===== src/rtl/crr_pkg.sv =====
// Shared types and constants of the chunked request reassembler.
package crr_pkg;

  localparam int unsigned HDR_LEN     = 12;
  localparam int unsigned STORE_DEPTH = 16384;
  localparam int unsigned STORE_AW    = 14;

  localparam logic [7:0] MAGIC_L     = 8'h4C;
  localparam logic [7:0] MAGIC_R     = 8'h52;
  localparam logic [7:0] HDR_VERSION = 8'd1;
  localparam logic [7:0] HDR_KIND    = 8'd1;

  localparam logic [11:0] IDLE_LIMIT_RST = 12'd3000;
  localparam logic [11:0] IDLE_SAT       = 12'hFFF;

  localparam logic [1:0] CMD_REPORT  = 2'd0;
  localparam logic [1:0] CMD_POLL    = 2'd1;
  localparam logic [1:0] CMD_RELEASE = 2'd2;
  localparam logic [1:0] CMD_READ    = 2'd3;

  localparam logic [2:0] VERDICT_NONE      = 3'd0;
  localparam logic [2:0] VERDICT_ACCEPT    = 3'd1;
  localparam logic [2:0] VERDICT_BAD       = 3'd2;
  localparam logic [2:0] VERDICT_RANGE     = 3'd3;
  localparam logic [2:0] VERDICT_FOREIGN   = 3'd4;
  localparam logic [2:0] VERDICT_DUPLICATE = 3'd5;
  localparam logic [2:0] VERDICT_SHORT     = 3'd6;

  typedef struct packed {
    logic [1:0]          command;
    logic [7:0]          report_byte;
    logic [STORE_AW-1:0] read_address;
  } crr_in_t;

  typedef struct packed {
    logic [2:0]          verdict;
    logic                ready_flag;
    logic                active_flag;
    logic                timed_out;
    logic [7:0]          held_command;
    logic [15:0]         held_id;
    logic [STORE_AW-1:0] payload_size;
    logic [7:0]          read_data;
  } crr_out_t;

  // Result fields produced by the engine; read data comes from the RAM.
  typedef struct packed {
    logic [2:0]          verdict;
    logic                ready_flag;
    logic                active_flag;
    logic                timed_out;
    logic [7:0]          held_command;
    logic [15:0]         held_id;
    logic [STORE_AW-1:0] payload_size;
  } crr_eng_res_t;

  typedef struct packed {
    logic                wr_en;
    logic [STORE_AW-1:0] wr_addr;
    logic [7:0]          wr_data;
    logic                rd_en;
    logic [STORE_AW-1:0] rd_addr;
  } crr_ram_ctl_t;

endpackage


===== src/rtl/crr_engine.sv =====
// Assembly state, header checks and store addressing; one item per cycle when stepped.
module crr_engine import crr_pkg::*; #(
  parameter int unsigned CHUNK_BYTES  = 52,
  parameter int unsigned MAX_CHUNKS   = 255,
  parameter int unsigned REPORT_BYTES = 64
) (
  input  logic         clk,
  input  logic         rst_n,
  input  logic         cfg_we,
  input  logic [11:0]  cfg_wdata,
  input  logic         step,
  input  crr_in_t      item,
  output crr_eng_res_t res,
  output crr_ram_ctl_t ram_ctl
);

  logic         assembling_r, assembling_nxt;
  logic         complete_r, complete_nxt;
  logic [7:0]   cur_cmd_r, cur_cmd_nxt;
  logic [15:0]  cur_id_r, cur_id_nxt;
  logic [7:0]   total_r, total_nxt;
  logic [7:0]   chunks_in_r, chunks_in_nxt;
  logic [5:0]   last_len_r, last_len_nxt;
  logic [11:0]  idle_r, idle_nxt;
  logic [5:0]   pos_r, pos_nxt;
  logic [7:0]   hdr_r [HDR_LEN];
  logic [7:0]   hdr_nxt [HDR_LEN];
  logic         wr_en_r, wr_en_nxt;
  logic [255:0] map_r, map_nxt;
  logic [11:0]  limit_r;

  logic [7:0]   hcmd;
  logic [15:0]  hid;
  logic [15:0]  hidx;
  logic [7:0]   htot;
  logic [7:0]   hlen;
  logic         other;
  logic         bad;
  logic         restart;
  logic [11:0]  idle_inc;
  logic [5:0]   pay_off;

  assign hcmd    = hdr_r[4];
  assign hid     = {hdr_r[7], hdr_r[6]};
  assign hidx    = {hdr_r[9], hdr_r[8]};
  assign htot    = hdr_r[10];
  assign hlen    = item.report_byte;
  assign other   = assembling_r &&
                   (hcmd != cur_cmd_r || hid != cur_id_r || htot != total_r);
  assign bad     = complete_r || hdr_r[0] != MAGIC_L || hdr_r[1] != MAGIC_R ||
                   hdr_r[2] != HDR_VERSION || hdr_r[3] != HDR_KIND ||
                   htot == 8'd0 || {1'b0, htot} > 9'(MAX_CHUNKS) ||
                   hlen > 8'(CHUNK_BYTES);
  assign restart = !assembling_r || (other && hidx == 16'd0);
  assign idle_inc = (idle_r != IDLE_SAT) ? idle_r + 12'd1 : idle_r;
  assign pay_off  = pos_r - 6'(HDR_LEN);

  always_comb begin
    assembling_nxt = assembling_r;
    complete_nxt   = complete_r;
    cur_cmd_nxt    = cur_cmd_r;
    cur_id_nxt     = cur_id_r;
    total_nxt      = total_r;
    chunks_in_nxt  = chunks_in_r;
    last_len_nxt   = last_len_r;
    idle_nxt       = idle_r;
    pos_nxt        = pos_r;
    hdr_nxt        = hdr_r;
    wr_en_nxt      = wr_en_r;
    map_nxt        = map_r;
    res            = '0;
    res.verdict    = VERDICT_NONE;
    ram_ctl        = '0;

    if (step) begin
      case (item.command)
        CMD_REPORT: begin
          if (pos_r < 6'(HDR_LEN)) begin
            hdr_nxt[pos_r[3:0]] = item.report_byte;
            if (pos_r == 6'(HDR_LEN - 1)) begin
              wr_en_nxt = 1'b0;
              if (bad) begin
                res.verdict = VERDICT_BAD;
              end else if (hidx >= {8'd0, htot}) begin
                res.verdict = VERDICT_RANGE;
              end else begin
                // A new assembly is opened before the duplicate and short checks.
                if (restart) begin
                  assembling_nxt = 1'b1;
                  cur_cmd_nxt    = hcmd;
                  cur_id_nxt     = hid;
                  total_nxt      = htot;
                  chunks_in_nxt  = 8'd0;
                  last_len_nxt   = 6'd0;
                  idle_nxt       = 12'd0;
                  map_nxt        = '0;
                end
                if (!restart && other) begin
                  res.verdict = VERDICT_FOREIGN;
                end else if (map_nxt[hidx[7:0]]) begin
                  res.verdict = VERDICT_DUPLICATE;
                end else if (({1'b0, hidx} + 17'd1) < {9'd0, htot} &&
                             hlen != 8'(CHUNK_BYTES)) begin
                  res.verdict = VERDICT_SHORT;
                end else begin
                  res.verdict           = VERDICT_ACCEPT;
                  idle_nxt              = 12'd0;
                  map_nxt[hidx[7:0]]    = 1'b1;
                  chunks_in_nxt         = chunks_in_nxt + 8'd1;
                  if (({1'b0, hidx} + 17'd1) == {9'd0, htot}) begin
                    last_len_nxt = hlen[5:0];
                  end
                  if (chunks_in_nxt == total_nxt && last_len_nxt != 6'd0) begin
                    complete_nxt = 1'b1;
                  end
                  wr_en_nxt = 1'b1;
                end
              end
            end
          end else if (wr_en_r && {2'b00, pay_off} < hdr_r[11]) begin
            ram_ctl.wr_en   = 1'b1;
            ram_ctl.wr_addr = STORE_AW'(hdr_r[8]) * STORE_AW'(CHUNK_BYTES) +
                              STORE_AW'(pay_off);
            ram_ctl.wr_data = item.report_byte;
          end
          if (({1'b0, pos_r} + 7'd1) >= 7'(REPORT_BYTES)) begin
            pos_nxt   = 6'd0;
            wr_en_nxt = 1'b0;
          end else begin
            pos_nxt = pos_r + 6'd1;
          end
        end
        CMD_POLL: begin
          if (!complete_r && assembling_r) begin
            idle_nxt = idle_inc;
            if (idle_inc >= limit_r) begin
              assembling_nxt = 1'b0;
              complete_nxt   = 1'b0;
              chunks_in_nxt  = 8'd0;
              last_len_nxt   = 6'd0;
              idle_nxt       = 12'd0;
              map_nxt        = '0;
              res.timed_out  = 1'b1;
            end
          end
        end
        CMD_RELEASE: begin
          assembling_nxt = 1'b0;
          complete_nxt   = 1'b0;
          chunks_in_nxt  = 8'd0;
          last_len_nxt   = 6'd0;
          idle_nxt       = 12'd0;
          map_nxt        = '0;
        end
        CMD_READ: begin
          ram_ctl.rd_en   = 1'b1;
          ram_ctl.rd_addr = item.read_address;
        end
        default: begin
        end
      endcase
    end

    res.ready_flag   = complete_nxt;
    res.active_flag  = assembling_nxt;
    res.held_command = cur_cmd_nxt;
    res.held_id      = cur_id_nxt;
    if (complete_nxt && total_nxt != 8'd0) begin
      res.payload_size = STORE_AW'(total_nxt - 8'd1) * STORE_AW'(CHUNK_BYTES) +
                         STORE_AW'(last_len_nxt);
    end
  end

  always_ff @(posedge clk) begin
    if (!rst_n) begin
      assembling_r <= 1'b0;
      complete_r   <= 1'b0;
      cur_cmd_r    <= 8'd0;
      cur_id_r     <= 16'd0;
      total_r      <= 8'd0;
      chunks_in_r  <= 8'd0;
      last_len_r   <= 6'd0;
      idle_r       <= 12'd0;
      pos_r        <= 6'd0;
      for (int i = 0; i < HDR_LEN; i++) begin
        hdr_r[i] <= 8'd0;
      end
      wr_en_r      <= 1'b0;
      map_r        <= '0;
      limit_r      <= IDLE_LIMIT_RST;
    end else begin
      assembling_r <= assembling_nxt;
      complete_r   <= complete_nxt;
      cur_cmd_r    <= cur_cmd_nxt;
      cur_id_r     <= cur_id_nxt;
      total_r      <= total_nxt;
      chunks_in_r  <= chunks_in_nxt;
      last_len_r   <= last_len_nxt;
      idle_r       <= idle_nxt;
      pos_r        <= pos_nxt;
      hdr_r        <= hdr_nxt;
      wr_en_r      <= wr_en_nxt;
      map_r        <= map_nxt;
      if (cfg_we) begin
        limit_r <= cfg_wdata;
      end
    end
  end

endmodule


===== config.mk =====
export PLATFORM = sky130hd
export DESIGN_NAME = crr_engine
export DESIGN_NICKNAME = d
export VERILOG_FILES = /design/src/rtl/crr_pkg.sv /design/src/rtl/crr_engine.sv
export SDC_FILE = /design/constraint.sdc
export NUM_CORES = 1
export LEC_CHECK = 0
export BUFFER_PORTS_ARGS = -buffer_cell sky130_fd_sc_hd__buf_2
export CAP_MARGIN = 20
export CORE_MARGIN = 2
export CORE_UTILIZATION = 45
export CTS_CLUSTER_SIZE = 40
export DETAILED_ROUTE_END_ITERATION = 7
export PLACE_DENSITY_LB_ADDON = 0.15
export SLEW_MARGIN = 20
export SYNTH_ARGS = -nofsm -noshare
export SYNTH_HDL_FRONTEND = slang
export SYNTH_SLANG_ARGS = --single-unit

===== constraint.sdc =====
create_clock -name clk -period 7.1 [get_ports clk]
set_input_delay 0.355 -clock clk [delete_from_list [all_inputs] [get_ports clk]]
set_output_delay 0.355 -clock clk [all_outputs]
set_load 0.02 [all_outputs]

* After elaboration in Yosys (flattened, before gate mapping)
Index checks and enable logic that the tools add are counted.
Storage, ports and cells: flip-flop bits (word level) 431, latch bits 0, memory bits (writable) 0, memory bits (read-only) 0, input port bits 40, word-level logic and storage cells 255, memories kept 0
Operators by class: add/sub/neg operators 9, multiply operators 2, divide/modulo/power cells 0, $lt $le $gt $ge 11, eq/ne operators 21, shift operators 0, muxes and demuxes 151, bitwise gates (word level) 2, reductions and logical operators 35
Operator list (count):
- 256-bit 2-to-1 mux | 16
- 256-bit one-hot mux with 3 select lines | 1
- 8-bit 2-to-1 mux | 37
- 256-bit OR | 1
- 12-bit 2-to-1 mux | 11
- 6-bit 2-to-1 mux | 22
- 16-bit 2-to-1 mux | 7
- 96-bit bitwise mux | 1
- 23-bit 2-to-1 mux | 3
- 38-bit 2-to-1 mux | 1
- 12-bit one-hot mux with 3 select lines | 1
- 1-bit 2-to-1 mux | 33
- 8-bit demux with 4-bit select | 1
- 14-bit by 6-bit adder with 14-bit output | 2
- 3-bit 2-to-1 mux | 9
- 8-bit one-hot mux with 3 select lines | 1
- 6-bit one-hot mux with 3 select lines | 1
- 16-bit by 1-bit adder with 17-bit output, second input constant | 1
- 17-bit by 8-bit == test with 1-bit output | 1
- 17-bit by 8-bit < comparator with 1-bit output | 1
- 16-bit by 8-bit greater-or-equal comparator with 1-bit output | 1
- 16-bit zero test | 1
- 16-bit inequality test | 1
- 8-bit by 1-bit inequality test with 1-bit output, second input constant | 2
- other kinds (46) | 75

* Longest topological paths before layout
Gate-level depths: netlist of the first run.
depth in word-level cells 37, gate-level depth with buffers 34, gate-level depth less buffers 30

* Least setup slack after synthesis of the first run
Ideal clock, no wire load.
kind reg2out, start point reg hdr_r[25] in the netlist's numbering, end point out res[13] in the netlist's numbering, data arrival time 6.833 ns, setup slack -0.088 ns, stages on the path, launching flop included 32, cell sequence dfxtp_1 -> buf_2 -> buf_4 -> buf_2 -> inv_1 -> ha_1 -> and3_1 -> nand4_1 -> a21o_2 -> nand2_1 -> clkbuf_1 -> nand3_1 -> clkbuf_1 -> a21oi_1 -> ha_1 -> nand3_1 -> mux2i_1 -> xnor2_1 -> ha_1 -> inv_1 -> fa_1 -> inv_1 -> ha_1 -> nor3_1 -> o21ai_0 -> o311a_1 -> and2_1 -> and4_1 -> xnor2_1 -> inv_1 -> o32a_1 -> a21oi_1
RTL lines:
- start, declared | line crr_engine.sv:26 | logic [7:0] hdr_r [HDR_LEN];
- start signal, assigned | line crr_engine.sv:201 | hdr_r <= hdr_nxt;
- end, declared | line crr_engine.sv:13 | output crr_eng_res_t res,

==> results of run 1 <==
==> logic make-up (layout without fill, tap and decap cells) <==
| kind of cell | count (synthesis) | in the layout | share of synthesized area, % |
|---|---|---|---|
| AND/OR/NAND/NOR | 1005 | 1005 | 20.8 |
| adder cells (fa/ha/maj) | 119 | 119 | 7.25 |
| flip-flops | 423 | 423 | 38.7 |
| AO/OA/AOI/OAI | 527 | 527 | 14.8 |
| XOR/XNOR | 111 | 111 | 4.44 |
| buffers and inverters | 265 | 411 | 4.94 |
| multiplexers | 133 | 133 | 9.10 |
==> path summary, 6_finish.rpt <==
check | slack (ps) | cells after the start | endpoint | startpoint
worst max register to register | 2050 | 21 | map_r[5]$_SDFFE_PN0P_ | idle_r[1]$_SDFFE_PN0P_
worst max-delay path | 240 | 28 | res[13] | hdr_r[31]$_SDFFE_PN0P_
worst min register to register | 440 | 2 | map_r[108]$_SDFFE_PN0P_ | map_r[108]$_SDFFE_PN0P_
worst min-delay path | 30 | 3 | limit_r[1]$_SDFFE_PN0P_ | cfg_wdata[1]
==> through the flow <==
step | std cells | setup TNS [ps] | hold WS [ps] | area (sq um)
2_1_floorplan | 2583 | 0 | 417 | 21900
3_3_place_gp | 3235 | 0 | 430 | 23200
3_5_place_dp | 3235 | 0 | 437 | 23200
4_1_cts | 3334 | 0 | 1.65 | 25000
5_1_grt | 3344 | -17.3 | 18.4 | 25200
6_report | 3344 | 0 | 27.6 | 25200
==> cell usage in the layout, fill, tap and decap left out, types with 18 or more instances in the layout <==
cell type / netlist / layout
nor3_1: 23 / 21
nor2b_1: 23 / 22
a21oi_1: 106 / 97
buf_4: 7 / 77
mux4_2: 51 / 51
and3_1: 35 / 35
buf_2: 36 / 120
inv_1: 101 / 101
nand3_1: 101 / 99
o21ai_1: 154 / 156
dfxtp_1: 423 / 416
mux2_2: 18 / 18
a22o_1: 45 / 45
nor2_1: 210 / 207
mux2i_1: 64 / 62
and2_1: 47 / 47
clkbuf_16: 0 / 46
nand2_1: 467 / 466
xor2_1: 25 / 24
xnor2_1: 86 / 83
ha_1: 106 / 99
o21ai_0: 92 / 90
nand4_1: 30 / 30
==> layer usage <==
metal	track usage (%)	up-vias	wire, um
met5	0	-	0
met4	7.50	0	1570
met3	4.08	95	4500
met2	43.8	643	31500
met1	37.7	9280	31400
li1	-	9178	-
==> timing repair <==
item,CTS,global route
pin swaps,11,20
hold buffers,8,0
setup endpoints to repair,1,1
buffers inserted,7,8
hold endpoints to repair,8,0
resized for setup,25,36
==> power groups by stage <==
stage               registers [mW]  clock network (mW)  logic, mW
floorplan                     2.44                   0      0.102
global placement              2.44                   0      0.164
detailed placement            2.44                   0      0.165
CTS                           2.39                2.45      0.169
global route                  2.39                2.54      0.187
finish                        2.39                2.40      0.173
==> worst max-delay path, delay by kind of cell, from the launching register on <==
family	cells	cell delay (ps)
AOI/OAI and AO/OA	8	1900
adders and majority gates	5	1370
and+or+nand+nor	4	790
buffers and inverters	7	730
xor gates and xnor gates	3	450
muxes	1	330
DFF	1	320
==> registers in the layout, summed over array words and instances, names as in the netlist <==
signal        flops
assembling_r      1
chunks_in_r       8
complete_r        1
cur_cmd_r         8
cur_id_r         16
hcmd              8
hdr_r            72
htot              8
idle_r           12
last_len_r        6
limit_r          12
map_r           256
pos_r             6
total_r           8
wr_en_r           1
==> layout make-up <==
| class | instances | area (sq um) |
|---|---|---|
| fill | 4537 | 22600 |
| timing repair buffer | 215 | 1430 |
| multi-input combinational | 1895 | 12600 |
| tap | 615 | 769 |
| clock buffer | 73 | 1410 |
| inverter | 112 | 422 |
| clock inverter | 11 | 116 |
| sequential | 423 | 8480 |
==> results.md, run 1 <==
* Die width at 225 um
* Final core occ at a little over half
* Max VDD drop at 177 uV
* Vias in the first global route at roughly 19,000
* Syn nets at 2,742
* DR WL/cell at 20.6 um
* Global-route wire length before repair at 107 mm
* Minimum clock period at approximately 6900 ps
* Async set or reset register ratio after synthesis at 0%
* Port Buffer Count at roughly 120
* Critical Path Fanout Max at 8
* Status: finished, final reports clean
* Sw Ratio at around a quarter
* Routed vias at 19,200
* Core outline area at 47,800 sq um
* Gpl congestion at 0.917
* Min-delay worst type: input port to register
* Req. time, crit path at 6740 ps
* CTS Buf Count at 46
* Unique cell type count in the Yosys netlist at between 80 and 90
* Syn Inst Count at 2,583
* Post-synth top flop: dfxtp_1
* Place WS at roughly 290 ps
* Root Buffer: clkbuf_16
* Final Max Slew Viols at 0
* Pint at 3.80 mW
* Via-to-Cell Ratio at 5.74
* Syn avg cell area at 8.48 sq um
* Cell Pwr Density at 197 nW/um^2
* GRT Overall Usage at 27.1%
* Number of synthesized flops with an enable pin at 0
* Slowest CP cell: a2111oi_4
* Post-synthesis sequential area ratio at 38.7%
* TritonCTS clock tree: yes
* Mapped Area at around 22,000 sq um
* # IOs at 122
* Crit share post-route at a little over nine tenths
* Lkg Pwr at 10.0 nW
* Data arrival time of the critical path at roughly 6500 ps
* Layout cell share with drive strength beyond 1 at between 15 and 20%
* Initial antenna violation count at 1
* Count leader, synth: nand2_1
* Fmax at 146 MHz
* Die H at 225 um
* #FFs+latches synth at 423
* Starting density of the core at 45.8%
* Worst-Margin Slew at between 1000 and 1500 ps
* Final WL at 69.0 mm
* Clock power frac at 48.5%
* Top cell type's share of synthesized area at around 39%
* Clk sink count at 423
* Sw power at 1.16 mW
* Antenna viol nets, final at 0
* CP Launch Type: register
* Final hold vios at 0
* Clock Pin Slew Worst Setup and Hold Paths at 70 ps
* Finish-stage setup viols at 0
* Max Clock Skew at 50.8 ps
* ANT cells at 0
* Final net count at 2,852
* Tot Pwr at 4.96 mW
* YS warnings at 0
* Clock buffer depth at 3
* Slew Limit Headroom at 22.4%
* Area Overhead vs Synth at 15.3%
* Drt first pass iters at 6
* Largest net degree at the start of global routing at 257
* Register share of total power at 48.1%
* CP Class: register to output port
* Final WS setup at 238 ps
* DR iter-0 viols at 1,594
* H-Tree Depth at 2
* DRC Markers at 0
* Comb power frac at 3.5%
* Ranking of synthesized cells by area: dfxtp_1, nand2_1, ha_1
* Die area at ~50,000 sq um
* Hpwl dp at 47.9 mm
* Worst-skew pair later-pin latency at 610 ps
* Row count at 80
* CP endpoint kind: output port
* Congestion Overflow GR at 0
* Largest area contributor in the netlist: dfxtp_1
* Max_cap viols at 0
* Most frequent cells after synthesis: nand2_1, dfxtp_1, nor2_1
* CP peak stage delay at 430 ps
Note: power is estimated with default switching activity, not from simulation.
==> run 2, diff against run 1 <==
--- a/config.mk
+++ b/config.mk
@@ -11,7 +11,6 @@
 export CORE_UTILIZATION = 45
 export CTS_CLUSTER_SIZE = 40
 export DETAILED_ROUTE_END_ITERATION = 7
-export PLACE_DENSITY_LB_ADDON = 0.15
 export SLEW_MARGIN = 20
 export SYNTH_ARGS = -nofsm -noshare
 export SYNTH_HDL_FRONTEND = slang
==> run 2 against run 1 <==
- sequential power hardly changed
- final area is 0.80% higher
- critical path depth is 1 lower
- fmax is 1.9% lower
- die area stayed put
- core utilization is 0.42 points higher
==> results.md, run 2 (synthesized netlist as in run 1, its figures left out) <==
* Die H at 225 um
* Drt first pass iters at 6
* Congestion Overflow GR at 0
* Crit share post-route at 98.5%
* Min-delay worst type: input port to register
* Clock buffer depth at 3
* Routed vias at a little under 20,000
* DRC Markers at 0
* CTS Buf Count at 48
* Vias in the first global route at 18,700
* Final Max Slew Viols at 0
* Row count at 80
* Initial antenna violation count at 0
* Core outline area at around 48,000 sq um
* Fmax at ~140 MHz
* Worst-skew pair later-pin latency at 620 ps
* TritonCTS clock tree: yes
* CP Launch Type: register
* Cell Area, Placed at 23,200 sq um
* H-Tree Depth at 2
* Final instance area at 25,400 sq um
* Status: finished, final reports clean
* DR iter-0 viols at 1,590
* Cell Pwr Density at 202 nW/um^2
* CP endpoint kind: output port
* Max_cap viols at 0
* Clock Pin Slew Worst Setup and Hold Paths at ~50 ps
* Root Buffer: clkbuf_16
* Global-route wire length before repair at 108 mm
* Max Clock Skew at around 53 ps
* Layout cell share with drive strength beyond 1 at 16.2%
* Data arrival time of the critical path at ~6600 ps
* Hpwl dp at between 40 and 50 mm
* CP Class: register to output port
* Final net count at 2,855
* Largest net degree at the start of global routing at ~110
* # IOs at 122
* Clk sink count at ~420
* Area Overhead vs Synth at 16.2%
* RSZ-0062 raised after global routing: true
* Finish-stage setup viols at 0
* Lkg Pwr at 10.1 nW
* Critical Path Fanout Max at 5
* Largest regs: map_r x256, hdr_r x72, cur_id_r x16
* DR WL/cell at 20.6 um
* Antenna viol nets, final at 0
* Port Buffer Count at 121
* Final core occ at a little over half
* GRT Overall Usage at 27.2%
* Final WL at 68.9 mm
* Top reg by flops: map_r
* Max reg flops at 256
* Minimum clock period at roughly 7000 ps
* Worst-Margin Slew at ~1100 ps
* Starting density of the core at 45.8%
* Die area at 50,400 sq um
* ANT cells at 0
* Slew Limit Headroom at 28.8%
* Gpl congestion at 0.916
* Die width at 225 um
* Final hold vios at 0
* Req. time, crit path at ~6700 ps
* Most frequent cells in the layout: nand2_1, dfxtp_1, nor2_1
* Via-to-Cell Ratio at 5.77
* Max VDD drop at 142 uV
* Commonest non-fill, non-tap cell in the layout: nand2_1
-- run 2: path summary, 6_finish.rpt --
kind	start	end	slack (ps)	cells past startpoint
max	hdr_r[19]$_SDFFE_PN0P_	res[13]	110	27
min	cfg_wdata[8]	limit_r[8]$_SDFFE_PN1P_	10	3
max reg2reg	idle_r[1]$_SDFFE_PN0P_	map_r[252]$_SDFFE_PN0P_	2010	21
min reg2reg	map_r[145]$_SDFFE_PN0P_	map_r[145]$_SDFFE_PN0P_	440	2
-- run 2: stage by stage --
stage | hold WS (ps) | TNS (ps) | worst slack (ps) | power, mW | std cells
final | 13.7 | 0 | 109 | 5.14 | 3346
after detailed placement | 436 | 0 | 296 | 2.60 | 3237
after global placement | 430 | 0 | 362 | 2.60 | 3237
after CTS | 0.873 | 0 | 2.93 | 5.17 | 3332
after global routing | 19.6 | -202 | -202 | 5.28 | 3346
after floorplan | 417 | 0 | 80.5 | 2.54 | 2583
-- run 2: timing repair --
item	4_1_cts	5_1_grt
endpoints found under the setup margin	1	1
endpoints found under the hold margin	4	0
setup buffers	6	13
pin swaps	8	30
gates resized for setup	15	67
hold buffers	4	0
-- run 2: layer usage --
metal	up-vias	GRT usage, %	wire length, um
met1	9322	37.5	30500
met2	685	44.5	31800
met4	0	8.16	1990
li1	9166	-	-
met5	-	0	0
met3	142	3.36	4680
-- run 2: layout make-up --
cell class	instances	area (sq um)
Fill cell	4478	22400
Multi-Input combinational cell	1895	12700
Sequential cell	423	8490
Timing Repair Buffer	216	1430
Clock buffer	70	1390
Tap cell	615	769
Inverter	112	422
Clock inverter	15	255
-- run 2: worst max-delay path, cell delays in order, from the launching register on --
cell	delay [ps]
dfxtp_4	360
nor4_4	380
buf_4	170
nand4_1	180
a21o_2	260
buf_6	120
a2111oi_4	430
mux2i_2	320
ha_2	310
nand2_1	130
xor2_2	250
a21oi_4	120
ha_4	280
inv_2	30
fa_1	490
inv_2	50
ha_4	220
o21a_1	160
o31a_1	120
nor3_2	250
o21bai_1	110
a21oi_2	170
xor2_2	250
xnor2_4	170
mux2i_1	260
o32a_1	210
a21oi_2	60
buf_6	160
-- run 2: power breakdown --
part | internal, mW | total [mW] | switching [mW]
registers | 2.38 | 2.39 | 0.00505
clock network | 1.55 | 2.58 | 1.04
logic | 0.0439 | 0.171 | 0.127
